--- src/rtl/text_console_cell_writer_macros.svh ---
// Assertion macros for the text console cell writer.
// Both macros expect signals named clk and rst_n in the module that uses them.
`ifndef TEXT_CONSOLE_CELL_WRITER_MACROS_SVH
`define TEXT_CONSOLE_CELL_WRITER_MACROS_SVH
`ifndef NO_ASSERTIONS
`define TCCW_ASSERT_IMPLY(name, ante, cons, msg) \
  name: assert property (@(posedge clk) disable iff (!rst_n) (ante) |-> (cons)) \
    else $error(msg);
`define TCCW_ASSERT_NEXT(name, ante, cons, msg) \
  name: assert property (@(posedge clk) disable iff (!rst_n) (ante) |=> (cons)) \
    else $error(msg);
`else
`define TCCW_ASSERT_IMPLY(name, ante, cons, msg)
`define TCCW_ASSERT_NEXT(name, ante, cons, msg)
`endif
`endif

--- src/rtl/tccw_pkg.sv ---
`timescale 1ns / 1ps
package tccw_pkg;

  localparam int SCREEN_COLUMNS_DEF = 80;
  localparam int SCREEN_ROWS_DEF    = 25;
  localparam int POS_W              = 12;

  localparam logic [7:0] NEWLINE_CODE       = 8'h0A;
  localparam logic [7:0] ERROR_MARK         = 8'h45;
  localparam logic [7:0] BLANK_CODE         = 8'h20;
  localparam logic [7:0] DEFAULT_ATTR_RESET = 8'h0F;

  typedef enum logic [1:0] {
    OP_PUT_CURSOR = 2'd0,
    OP_PUT_AT     = 2'd1,
    OP_READ       = 2'd2,
    OP_SET_CURSOR = 2'd3
  } op_t;

  typedef struct packed {
    op_t        op;
    logic [4:0] row;
    logic [6:0] column;
    logic [7:0] char_code;
    logic [7:0] char_attr;
  } in_item_t;

  typedef struct packed {
    logic [4:0] cursor_row;
    logic [6:0] cursor_column;
    logic [7:0] cell_char;
    logic [7:0] cell_attr;
    logic       error;
  } out_item_t;

  typedef enum logic [2:0] {
    MODE_IDLE,
    MODE_CLEAR,
    MODE_EXEC,
    MODE_COPY,
    MODE_BLANK
  } mode_t;

  typedef enum logic [1:0] {
    PTR_HOLD,
    PTR_INC,
    PTR_COLS,
    PTR_BOTTOM
  } ptr_src_t;

  typedef struct packed {
    mode_t    mode;
    ptr_src_t ptr_src;
    logic     capture;
    logic     load_out;
  } dp_cmd_t;

  typedef struct packed {
    logic scroll_needed;
    logic ptr_last;
  } dp_status_t;

endpackage

--- src/rtl/tccw_ctrl.sv ---
`timescale 1ns / 1ps
module tccw_ctrl import tccw_pkg::*; (
  input  logic       clk,
  input  logic       rst_n,
  input  logic       in_valid,
  output logic       in_ready,
  output logic       out_valid,
  input  logic       out_ready,
  input  dp_status_t st,
  output dp_cmd_t    cmd
);

  typedef enum logic [2:0] {
    S_CLEAR,
    S_IDLE,
    S_EXEC,
    S_COPY,
    S_DRAIN,
    S_BLANK,
    S_DONE
  } state_t;

  state_t state_r;
  state_t state_nxt;
  logic   out_valid_r;
  logic   out_valid_nxt;
  logic   out_free;

  assign in_ready  = (state_r == S_IDLE);
  assign out_valid = out_valid_r;
  assign out_free  = !out_valid_r || out_ready;

  always_comb begin
    cmd           = '{mode: MODE_IDLE, ptr_src: PTR_HOLD, capture: 1'b0, load_out: 1'b0};
    state_nxt     = state_r;
    out_valid_nxt = out_valid_r && !out_ready;
    unique case (state_r)
      S_CLEAR: begin
        cmd.mode    = MODE_CLEAR;
        cmd.ptr_src = PTR_INC;
        if (st.ptr_last) begin
          state_nxt = S_IDLE;
        end
      end
      S_IDLE: begin
        if (in_valid) begin
          cmd.capture = 1'b1;
          state_nxt   = S_EXEC;
        end
      end
      S_EXEC: begin
        cmd.mode = MODE_EXEC;
        if (st.scroll_needed) begin
          cmd.ptr_src = PTR_COLS;
          state_nxt   = S_COPY;
        end else begin
          state_nxt = S_DONE;
        end
      end
      S_COPY: begin
        cmd.mode    = MODE_COPY;
        cmd.ptr_src = PTR_INC;
        if (st.ptr_last) begin
          state_nxt = S_DRAIN;
        end
      end
      S_DRAIN: begin
        cmd.ptr_src = PTR_BOTTOM;
        state_nxt   = S_BLANK;
      end
      S_BLANK: begin
        cmd.mode    = MODE_BLANK;
        cmd.ptr_src = PTR_INC;
        if (st.ptr_last) begin
          state_nxt = S_DONE;
        end
      end
      S_DONE: begin
        if (out_free) begin
          cmd.load_out  = 1'b1;
          out_valid_nxt = 1'b1;
          state_nxt     = S_IDLE;
        end
      end
      default: begin
        state_nxt = S_IDLE;
      end
    endcase
  end

  always_ff @(posedge clk) begin
    if (!rst_n) begin
      state_r     <= S_CLEAR;
      out_valid_r <= 1'b0;
    end else begin
      state_r     <= state_nxt;
      out_valid_r <= out_valid_nxt;
    end
  end

endmodule
--- config.mk ---
export PLATFORM = sky130hd
export DESIGN_NAME = tccw_ctrl
export DESIGN_NICKNAME = d
export VERILOG_FILES = /design/src/rtl/text_console_cell_writer_macros.svh /design/src/rtl/tccw_pkg.sv /design/src/rtl/tccw_ctrl.sv
export SDC_FILE = /design/constraint.sdc
export NUM_CORES = 1
export LEC_CHECK = 0
export BUFFER_PORTS_ARGS = -buffer_cell sky130_fd_sc_hd__clkbuf_2
export CAP_MARGIN = 20
export CORE_AREA = 2 2 39 41
export CTS_BUF_LIST = sky130_fd_sc_hd__clkbuf_2 sky130_fd_sc_hd__clkbuf_4 sky130_fd_sc_hd__clkbuf_8
export CTS_CLUSTER_SIZE = 40
export DETAILED_ROUTE_END_ITERATION = 10
export DIE_AREA = 0 0 41 43
export GPL_TIMING_DRIVEN = 0
export HOLD_SLACK_MARGIN = 0.1
export PLACE_DENSITY = 0.55
export RECOVER_POWER = 25
export SLEW_MARGIN = 40
export SYNTH_ARGS = -nofsm -noshare
export SYNTH_HDL_FRONTEND = slang
export SYNTH_SLANG_ARGS = --single-unit
--- constraint.sdc ---
create_clock -name clk -period 1.7 [get_ports clk]
set_input_delay 0.34 -clock clk [delete_from_list [all_inputs] [get_ports clk]]
set_output_delay 0.34 -clock clk [all_outputs]
set_load 0.02 [all_outputs]
**Yosys cells after proc, flatten, opt, wreduce, memory -nomap -nowiden**

Index checks and enable logic that the tools add are counted.

- Equality and inequality tests: 11
- Muxes and demuxes: 16
- Reduce and logical (&&, ||, !) cells: 7

Operator list:

| cell | number |
|---|---|
| 3-bit one-hot mux with 7 select lines | 1 |
| 3-bit two-way mux | 6 |
| 3-bit one-hot mux with 4 select lines | 1 |
| 2-bit != test (second input constant) | 5 |
| 3-bit equality test (second input constant) | 3 |
| 3-bit by 2-bit equality test with 1-bit output (second input constant) | 2 |
| 1-bit two-way mux | 6 |
| 2-bit one-hot mux with 3 select lines | 1 |
| 5-bit AND reduction | 1 |
| 3-bit by 1-bit equality test with 1-bit output (second input constant) | 1 |
| 3-bit zero test | 1 |
| 3-bit OR reduction | 1 |
| 1-bit zero test | 2 |
| 2-bit two-way mux | 1 |
| 1-bit logical AND | 1 |
| 1-bit logical OR | 1 |

- Register bits: 4
- Output and inout bits: 9
- Logic and storage cells: 36

**Longest topological paths before layout**

- Depth after elaboration: 4
- Gate-level depth with buffers: 4

**Worst setup path after synthesis**

OpenSTA, ideal clock, no wires.

- Kind: reg-to-output
- From: register state_r[0]
- To: output port cmd[2] (netlist bit)
- Data arrival time: 1.377 ns
- Path slack: -0.017 ns
- Stages on the path, launching flop included: 5
- Cell sequence: dfxtp_1 > buf_2 > inv_1 > nor3_1 > nor2_1

RTL lines:

| item | RTL line | RTL |
|---|---|---|
| start: declaration | tccw_ctrl.sv:23 | `state_t state_r;` |
| start signal: assignment | tccw_ctrl.sv:96 | `state_r <= state_nxt;` |
| end: declaration | tccw_ctrl.sv:10 | `output dp_cmd_t cmd` |

==> summary.txt <==
Yosys
  • Post-synthesis register bit count: 4
  • Post-synth cell types: 24
  • Mapped Cells: 44
  • Syn_nets: 50
  • Syn Area/Cell: 7.31 µm²
  • Synth Cell Area: 322 µm²
  • Sequential share of the synthesized area: 24.9%
  • Synthesis Warnings: 0

Routing
  • DRT iter0 DRCs: 4
  • Via density: 4.74
  • Antenna viol nets, final: 0
  • WL final: 794 µm
  • Vias: 365
  • Drt first pass iters: 2
  • WL per Instance: 10.3 µm
  • # DRC: 0

Timing
  • Hold Vio Cnt, Final: 0
  • RSZ-0062 raised after global routing: yes
  • Final setup viols: 0
  • Minimum clock period: 1590 ps
  • Max-slew violations: 0
  • Tcrit/Tclk final: 93.3%
  • Slew HR: 83.5%
  • Hold_ws: 341 ps
  • Worst Skew: 5.92 ps
  • Final worst slack: 114 ps
  • Worst Tran Pin Value: 248 ps
  • Fmax: 0.631 GHz

Global route
  • GRT overflow: 0
  • First-pass GRT wire length: 1280 µm
  • Largest net degree at the start of global routing: 11
  • Initial antenna violation count: 0
  • Global router's overall resource usage: 11.1%
  • Vias in the first global route: 328

Die
  • Die Width: 41 µm
  • Total die area: 1760 µm²
  • Num ports: 15
  • Placement row count: 14
  • Initial Util: 23.2%
  • Placeable Area: 1380 µm²
  • Die Y: 43 µm

Run status
  • Outcome: complete, no violations

Min path
  • Tightest Hold Check Type: in -> reg

Finish
  • Layout area overhead: 37.7%
  • Layout cells sized above 1: 34.4%
  • Final #Nets: 69
  • Fillers: 164
  • Post-layout instance area: 443 µm²
  • Post-Layout Cell Count: 77
  • ANT cells: 0

Placed design
  • DP Worst Slack: 307 ps
  • Placed Cells incl. Taps: 74
  • Port Buffers: 14
  • Post-detailed-placement half-perimeter wirelength: 578 µm
  • Instance area at placement: 417 µm²
  • GPL Wtd Cong: 0.692

Worst setup path
  • Max FO, Critical Path: 10
  • R2R Setup Slk: 460 ps
  • Setup crit start: state_r[0]
  • CP Class: reg -> out
  • Worst EP arrival: 1250 ps
  • Startpoint types: flip-flop
  • Worst r2r src: state_r[1]
  • Worst reg-to-reg path cell count: 4
  • Reg2reg end: state_r[2]
  • Critical path required time: 1360 ps
  • Crit. End Element: output pin
  • Worst Setup EP: cmd[2]

CTS
  • Clock Sinks: 4
  • Hold_buf cts: 0
  • TritonCTS clock tree: done
  • # Post-CTS Setup Buffers: 0
  • CTS Buf Count: 3
  • Clock-pin slew on the worst setup and hold paths: 40 ps
  • PostCTS Resize Cnt: 0
  • Clock Tree Buf Depth: 2
  • H-tree depth: 1
  • Root Buffer: clkbuf_4
  • Clk Latency, worst-skew pair: 240 ps

Run
  • Maximum capacitance violations: 0

Power
  • VDD IR max: 277 µV
  • Power per Cell Area: 887 nW/µm²
  • Leak pwr: 0.000199 µW
[metal layers]
metal	wire length, µm	global-route usage, %
met1	351	14.5
met2	363	13.8
met3	45	3.14
met4	34	10.0
met5	0	0
[synth_stat cells]
| master | count | area (µm²) |
|---|---|---|
| nor3_1 | 2 | 10.0 |
| buf_2 | 2 | 10.0 |
| nor3b_1 | 1 | 7.51 |
| or4_1 | 1 | 7.51 |
| inv_1 | 3 | 11.3 |
| dfxtp_1 | 4 | 80.1 |
| mux2i_1 | 1 | 10.0 |
| buf_6 | 1 | 11.3 |
| and2b_1 | 1 | 7.51 |
| xor2_1 | 1 | 8.76 |
| o31ai_1 | 1 | 7.51 |
| o311a_1 | 1 | 10.0 |
| nor2_1 | 4 | 15.0 |
| inv_4 | 1 | 6.26 |
| nand3b_1 | 2 | 15.0 |
| a21oi_1 | 6 | 30.0 |
| or3_1 | 1 | 6.26 |
| and4_1 | 1 | 8.76 |
| a211oi_1 | 1 | 7.51 |
| o21ai_1 | 1 | 5.00 |
| o21ai_0 | 2 | 10.0 |
| nand3_1 | 1 | 5.00 |
| nor2b_1 | 4 | 25.0 |
| nand2b_1 | 1 | 6.26 |
[how the worst min path moves through the flow]
stage / slack [ps] / cells past startpoint / startpoint / endpoint
2_1_floorplan: 470 / 1 / rst_n / state_r[1]
3_3_place_gp: 550 / 2 / out_valid / out_valid
3_5_place_dp: 550 / 2 / out_valid / out_valid
4_1_cts: 340 / 2 / rst_n / state_r[1]
5_1_grt: 360 / 2 / rst_n / state_r[1]
6_report: 340 / 2 / rst_n / state_r[1]
[worst max-delay path, cell delays in order, from the launching register on]
cell and delay [ps]:
dfxtp_1 350, buf_4 180, inv_1 80, nor3_2 180
nor2_1 70, clkbuf_2 150
[cell usage in the layout (no fill, tap or decap), types with 2 or more instances in the layout]
cell type	count
buf_4	2
o21ai_0	2
nor2_1	4
nor2b_1	4
inv_1	3
clkbuf_2	13
clkbuf_4	3
dfxtp_1	4
a21oi_1	6
nand3b_1	2
[report_power, final]
group	switching [µW]	total, µW	internal [µW]	leakage (µW)
combinational	96.1	160	63.5	0.000152
sequential	5.29	108	102	0.0000328
clock	45.9	125	79.4	0.0000138
[sequential cells by signal, summed over array words and instances (netlist names)]
signal     flops
out_valid      1
state_r        3
[through the flow]
| step | total power, µW | TNS (ps) | utilization, % |
|---|---|---|---|
| final | 393 | 0 | 32.0 |
| after global routing | 417 | -17.2 | 32.0 |
| after CTS | 392 | 0 | 31.7 |
| after detailed placement | 267 | 0 | 30.1 |
| after global placement | 266 | 0 | 30.1 |
| after floorplan | 222 | 0 | - |
[layout make-up]
type,count,area [µm²],area share (%)
Multi-Input combinational cell,33,208,46.9
Sequential cell,4,80.1,18.1
Timing Repair Buffer,14,68.8,15.5
Buffer,3,26.3,5.93
Clock buffer,3,22.5,5.08
Tap cell,16,20.0,4.52
Inverter,4,17.5,3.95
[logic make-up after synthesis]
logic type / after synthesis / share of synthesized area (%)
DFF: 4 / 24.9
and+or+nand+nor: 19 / 35.4
buffers and inverters: 7 / 12.1
muxes: 1 / 3.11
AOI/OAI and AO/OA: 12 / 21.8
xor gates and xnor gates: 1 / 2.72
No activity file was read; power rests on OpenSTA's default activity.
